--- src/rtl/core/brc_pkg.sv ---
// Package for the bond relation closure: beat types, register map, defaults.
`default_nettype none
package brc_pkg;

  // Default array sizes
  localparam int DefMaxObjects    = 32;
  localparam int DefMaxAttributes = 32;

  // Fixed field widths
  localparam int RowW     = 32;
  localparam int RowIdxW  = 5;
  localparam int CfgIdxW  = 2;
  localparam int CfgDataW = 14;
  localparam int CountW   = 6;
  localparam int PassW    = 14;

  // Register indexes
  localparam logic [CfgIdxW-1:0] CfgNumObjects    = 2'd0;
  localparam logic [CfgIdxW-1:0] CfgNumAttributes = 2'd1;
  localparam logic [CfgIdxW-1:0] CfgMaxPasses     = 2'd2;

  // Register reset values
  localparam logic [CountW-1:0] RstNumObjects    = 6'd32;
  localparam logic [CountW-1:0] RstNumAttributes = 6'd32;
  localparam logic [PassW-1:0]  RstMaxPasses     = 14'd10000;

  typedef struct packed {
    logic [RowW-1:0] context_row;
    logic [RowW-1:0] relation_row;
    logic            last_row;
  } in_beat_t;

  typedef struct packed {
    logic [RowW-1:0]    result_row;
    logic [RowIdxW-1:0] row_index;
    logic               last_result;
    logic               limit_reached;
  } out_beat_t;

  // Broadcast controls from the sequencer to every cell
  typedef struct packed {
    logic load;
    logic mask;
    logic col_we;
  } cell_ctrl_t;

endpackage
`default_nettype wire

--- src/rtl/core/brc_cell.sv ---
// One object cell: holds a context row and a relation row, passes a closure token on.
`default_nettype none
module brc_cell #(
  parameter int MaxObj  = 32,
  parameter int MaxAttr = 32,
  parameter int CellIdx = 0,
  parameter int KeyW    = (MaxObj > MaxAttr) ? MaxObj : MaxAttr,
  parameter int IdxW    = $clog2(KeyW)
) (
  input  wire                    clk_i,
  input  wire                    rst_ni,
  input  wire brc_pkg::cell_ctrl_t ctrl_i,
  input  wire                    in_use_i,
  input  wire                    load_sel_i,
  input  wire  [MaxAttr-1:0]     ctx_i,
  input  wire  [MaxAttr-1:0]     rel_i,
  input  wire  [MaxAttr-1:0]     am_i,
  input  wire                    row_sel_i,
  input  wire  [MaxAttr-1:0]     row_data_i,
  input  wire  [MaxAttr-1:0]     col_sel_i,
  input  wire  [MaxAttr-1:0]     it_i,
  output logic                   du_o,
  output logic [MaxAttr-1:0]     rel_o,
  // token in from the left neighbour
  input  wire                    tv_i,
  input  wire                    tc_i,
  input  wire  [IdxW-1:0]        ti_i,
  input  wire  [KeyW-1:0]        tk_i,
  input  wire  [MaxAttr-1:0]     ta_i,
  // token out to the right neighbour
  output logic                   tv_o,
  output logic                   tc_o,
  output logic [IdxW-1:0]        ti_o,
  output logic [KeyW-1:0]        tk_o,
  output logic [MaxAttr-1:0]     ta_o
);
  import brc_pkg::*;

  logic [MaxAttr-1:0] ctx_q, rel_q;
  logic               valid_q;
  logic               col_q;
  logic [IdxW-1:0]    idx_q;
  logic [KeyW-1:0]    key_q;
  logic [MaxAttr-1:0] acc_q;
  logic               hit;
  logic [MaxAttr-1:0] acc_d;

  // row token: object holds all of s; column token: object is in the column set
  always_comb begin
    if (tc_i) begin
      hit = in_use_i && tk_i[CellIdx];
    end else begin
      hit = in_use_i && ((tk_i[MaxAttr-1:0] & ~ctx_q) == '0);
    end
    acc_d = hit ? (ta_i & ctx_q) : ta_i;
  end

  // dual bit for a column closure
  assign du_o  = in_use_i && ((it_i & ~ctx_q) == '0);
  assign rel_o = rel_q;

  // token valid
  always_ff @(posedge clk_i or negedge rst_ni) begin
    if (!rst_ni) begin
      valid_q <= 1'b0;
    end else begin
      valid_q <= tv_i;
    end
  end

  // token payload
  always_ff @(posedge clk_i) begin
    col_q <= tc_i;
    idx_q <= ti_i;
    key_q <= tk_i;
    acc_q <= acc_d;
  end

  // row storage
  always_ff @(posedge clk_i) begin
    if (ctrl_i.load && load_sel_i) begin
      ctx_q <= ctx_i;
      rel_q <= rel_i;
    end else if (ctrl_i.mask && in_use_i) begin
      rel_q <= rel_q & am_i;
    end else if (row_sel_i) begin
      rel_q <= row_data_i;
    end else if (ctrl_i.col_we && in_use_i) begin
      rel_q <= (rel_q & ~col_sel_i) | ({MaxAttr{du_o}} & col_sel_i);
    end
  end

  assign tv_o = valid_q;
  assign tc_o = col_q;
  assign ti_o = idx_q;
  assign tk_o = key_q;
  assign ta_o = acc_q;

endmodule
`default_nettype wire

--- config.mk ---
export PLATFORM = sky130hd
export DESIGN_NAME = brc_cell
export DESIGN_NICKNAME = d
export VERILOG_FILES = /design/src/rtl/core/brc_pkg.sv /design/src/rtl/core/brc_cell.sv
export SDC_FILE = /design/constraint.sdc
export NUM_CORES = 1
export LEC_CHECK = 0
export ABC_CLOCK_PERIOD_IN_PS = 2000
export BUFFER_PORTS_ARGS = -buffer_cell sky130_fd_sc_hd__buf_2
export CORE_AREA = 2 2 147 149
export CTS_CLUSTER_SIZE = 10
export DETAILED_ROUTE_END_ITERATION = 8
export DIE_AREA = 0 0 149 151
export HOLD_SLACK_MARGIN = 0.06
export SLEW_MARGIN = 5
export SYNTH_ARGS = -nofsm -noshare
export SYNTH_HDL_FRONTEND = slang
export SYNTH_SLANG_ARGS = --single-unit
--- constraint.sdc ---
create_clock -name clk_i -period 2 [get_ports clk_i]
set_input_delay 0.2 -clock clk_i [delete_from_list [all_inputs] [get_ports clk_i]]
set_output_delay 0.2 -clock clk_i [all_outputs]
set_load 0.01 [all_outputs]
Word-level counts from Yosys, hierarchy flattened

Index checks and enable logic that the tools add are counted.

Add/sub/neg operators: 0
Multiply operators: 0
Divide/modulo/power cells: 0
$lt $le $gt $ge: 0
Equality and inequality tests: 0
Shift operators: 0
Mux-type cells: 6
Bitwise logic cells: 9
Reductions and logical operators: 9

Operators with widths:

| kind               | number |
|---|---|
| bitwise AND 32 bit | 6 |
| two-way mux 32 bit | 5 |
| logical NOT 32 bit | 2 |
| inverter 32 bit    | 2 |
| bitwise OR 32 bit  | 1 |
| logical AND 1 bit  | 6 |
| nonzero test 4 bit | 1 |
| two-way mux 1 bit  | 1 |

Bits in registers: 135
Bits in latches: 0
Bits in writable memories: 0
Bits in read-only memories: 0
Output and inout port bits: 104
Logic and storage cells: 31
Memories kept: 0

Logic depth before layout (Yosys ltp)

Depth after elaboration: 10
Gate-level depth with buffers: 7
Mapped depth without buffers: 5

Worst setup path before layout

Ideal clock, no wire load.

Path kind: input-to-reg
Start: input ctrl_i[2] in the netlist's numbering
End: register (tool-made name)
Setup time: 0.165 ns
Arrival: 2.009 ns
Slack: -0.174 ns
Stages: 6
Cells stage by stage: and2_1 > clkbuf_1 > clkbuf_1 > a32o_1 > a21oi_1 > o31ai_2

RTL lines:

| item        | RTL line       | text |
|---|---|---|
| from (decl) | brc_cell.sv:12 | `input wire brc_pkg::cell_ctrl_t ctrl_i,` |

Worst setup path after layout

Start: register ctx_q[2]
End: output du_o

Cells in the longest elaborated chain, start to end: 4

Ends and longest elaborated chain:

| item                   | RTL line       | text |
|---|---|---|
| from (decl)            | brc_cell.sv:39 | `logic [MaxAttr-1:0] ctx_q, rel_q;` |
| from (signal assigned) | brc_cell.sv:82 | `ctx_q <= ctx_i;` |
| inverter 32 bit        | brc_cell.sv:59 | `assign du_o = in_use_i && ((it_i & ~ctx_q) == '0);` |
| bitwise AND 32 bit     | brc_cell.sv:59 |  |
| logical NOT 32 bit     | brc_cell.sv:59 |  |
| logical AND 1 bit      | brc_cell.sv:59 |  |
| to (decl)              | brc_cell.sv:22 | `output logic du_o,` |

No other way between the ends.

==> impl_metrics.toml <==
[outcome]
status = "complete, but fails checks"
failed_checks = "negative setup slack"

[layout]
area_growth_syn_to_layout_pct = 71.4
fin_cells = 1349
final_nets = 1326
drive_above_1_share_pct = 46.3

[sta]
setup_slack_ps = -31.4
rsz0062_at_grt = "true"
slew_violations = 0
fin_crit_sh_pct = 102
finalHoldViolCount = 0
worstMarginPinSlew_ps = 405
fmax_mhz = 492
fin_worst_skew_ps = 16.2
slew_headroom_pct = 73.0
setup_viol = 1
fin_crit_ps = 2030

[routing]
route.antenna.remaining_nets = 0
via_count = 6410
avgViaCountPerCell = 4.75
drt-total-wl_mm = 25.0
post_drt_wl_per_cell_um = 18.6
drcViolationCount = 0
first_pass_iters = 4
drt_iter0_drc = 280

[worst_setup_path]
timing.critical_path.from_type = "flop"
r2r_setup_slack_ps = 60
crit_type = "flop to output pin"
crit_chain = "o22ai_2, a2111oi_4, o2111ai_4, nor3_2, buf_2"
worstPathArrival_ps = 1830
crit_required_ps = 1800
slowest_delay_ps = 420
crit_fanout = 2
ff2ff_path_depth = 6
r2r-start = "ctx_q[2]"
crit_path_end_kind = "output pin"
slowest_stage = "edfxtp_1"

[floorplanning]
die_w_um = 149
core_sq_um = 20800
die-area_sq_um = 22500
die_h_um = 151
ios = 375
start_util_pct = 28.2
num_rows = 53

[synthesis]
synth_nets = 828
ys_seq_area_share_pct = 57.0
mappedNetlistArea_sq_um = 5880
async_flop_share_pct = 0.741
synth_cell_types = 40
yosysTopAreaCellShare_pct = 32.7
synth_top_cell_by_area = "edfxtp_1"
ys_top_cells_by_area = "edfxtp_1 33%, dfxtp_1 24%, o31ai_2 6.4%"
avgSynthCellArea_sq_um = 10.6
yosys_register_bits = 135
synth-edff-count = 64
syn_inst = 557
ys.flop_type = "dfxtp_1"
yosys_warnings = 0

[grt]
grt_pass1_wl_mm = 35.3
grt_max_degree = 65
grt_pass1_vias = 6240
grt_antenna_before_repair = 8
grt_usage_pct = 21.2
overflow = 0

[worst_hold_path]
holdPathStages = 3
hp-start = "row_data_i[31]"
hold_path_class = "input pin to flop"

[clock_tree]
cts_buffers = 17
clk_latency_ps = 420
htree_levels = 4
cts_tree = "built"
clk_pin_slew_ps = 70
cts.sink_count = 135
clk_path_buf_depth = 2
cts_root_buffer = "clkbuf_16"

[placement]
pre_cts_slack_ps = -2.41
dp.cells = 1194
port_buffers = 374
place.detailed.hpwl_mm = 18.6
gp_congestion = 0.850

[pwr]
p_leak_nw = 4.45
vdd_drop_max_mv = 0.441
power.density_nw_per_um2 = 765

[job]
maxCapViolCount = 0
logic make-up (layout without fill, tap and decap cells):
logic type	Yosys count	after routing	synth area share, %
AOI/OAI and AO/OA	186	186	24.8
and+or+nand+nor	164	164	12.7
DFF	135	135	57.0
buffers and inverters	72	583	5.51
other	0	6	0
metal layers:
| metal | global-route usage, % | share of wire, % | up-vias |
|---|---|---|---|
| met5 | 0 | 0.10 | - |
| met4 | 7.48 | 2.4 | 4 |
| met1 | 24.2 | 38 | 2989 |
| li1 | - | - | 3062 |
| met2 | 37.9 | 52 | 317 |
| met3 | 5.99 | 8.1 | 38 |
cells in the mapped netlist, types with 5 or more instances:
cell type,n
nor3_1,34
a32o_1,32
o22ai_1,8
a21oi_1,64
buf_4,5
nand2b_1,10
nor2b_1,12
o21ai_0,32
dfxtp_1,70
edfxtp_1,64
inv_1,31
clkbuf_1,26
o31ai_2,30
nand2_1,97
power breakdown:
group	internal [W]	total (W)	switching [W]	leakage (nW)
clock network	0.00177	0.00314	0.00137	0.284
registers	0.00313	0.00324	0.000119	1.25
logic	0.000673	0.00133	0.000653	2.92
total	0.00556	0.00771	0.00214	4.45
stage by stage:
step	util [%]	area [sq um]	total power, W	TNS [ps]	hold WS, ps
2_1_floorplan	-	5880	0.00374	0	-95.6
3_3_place_gp	39.4	8210	0.00441	0	-25.0
3_5_place_dp	39.4	8210	0.00442	-3.74	-18.9
4_1_cts	47.8	9940	0.00776	-74.9	60.4
5_1_grt	48.3	10100	0.00802	-189	72.8
6_report	48.4	10100	0.00771	-31.4	84.3
worst max-delay path: cells and delay by family (launching register included):
| kind | cells | cell delay [ps] |
|---|---|---|
| AOI/OAI and AO/OA | 3 | 710 |
| DFF | 1 | 420 |
| and+or+nand+nor | 1 | 120 |
| buffers and inverters | 1 | 170 |
layout make-up:
class	instances	area (sq um)
fillers	1881	10700
flip-flops and latches	135	3350
repair buffers	519	3340
multi-input cells	350	2320
clock buffers	17	425
well taps	275	344
clock inverters	15	159
inverters	32	120
diodes	6	15.0
cells in the final DEF (no fill, tap or decap), types with 2 or more instances in the layout:
| cell | count |
|---|---|
| buf_12 | 8 |
| nor2b_1 | 12 |
| dfxtp_1 | 70 |
| nand3_1 | 2 |
| o21ai_0 | 32 |
| clkinvlp_4 | 2 |
| o2111ai_2 | 3 |
| diode_2 | 6 |
| nand2b_1 | 8 |
| a2111oi_1 | 2 |
| buf_2 | 374 |
| clkbuf_16 | 17 |
| nor3_1 | 31 |
| inv_8 | 3 |
| nor3_2 | 3 |
| o31ai_4 | 3 |
| buf_4 | 26 |
| clkinv_4 | 2 |
| nand2b_4 | 2 |
| nand2_1 | 97 |
| inv_1 | 30 |
| inv_6 | 4 |
| a21oi_1 | 64 |
| a221oi_2 | 3 |
| dlygate4sd3_1 | 110 |
| a32o_1 | 32 |
| o31ai_2 | 28 |
| inv_2 | 2 |
| a221o_1 | 2 |
| edfxtp_1 | 64 |
| o22ai_1 | 7 |
how the worst max path moves through the flow:
stage | from | endpoint | slack (ps) | depth (start not counted)
after floorplan | ctx_q[25] | du_o | 100 | 6
final | ctx_q[2] | du_o | -30 | 5
after detailed placement | ctx_q[27] | flop | -2 | 6
after global routing | ctx_q[4] | du_o | -120 | 6
after CTS | ctx_q[2] | du_o | -70 | 5
after global placement | ctx_q[27] | flop | 70 | 6
what timing repair did:
action                                  4_1_cts  5_1_grt
pin swaps                                     4        5
resized for setup                             3       19
hold buffers                                110        0
endpoints found under the setup margin        4       60
buffers inserted                              4        3
endpoints found under the hold margin       110        0
Power figures use the tool's default switching activity.
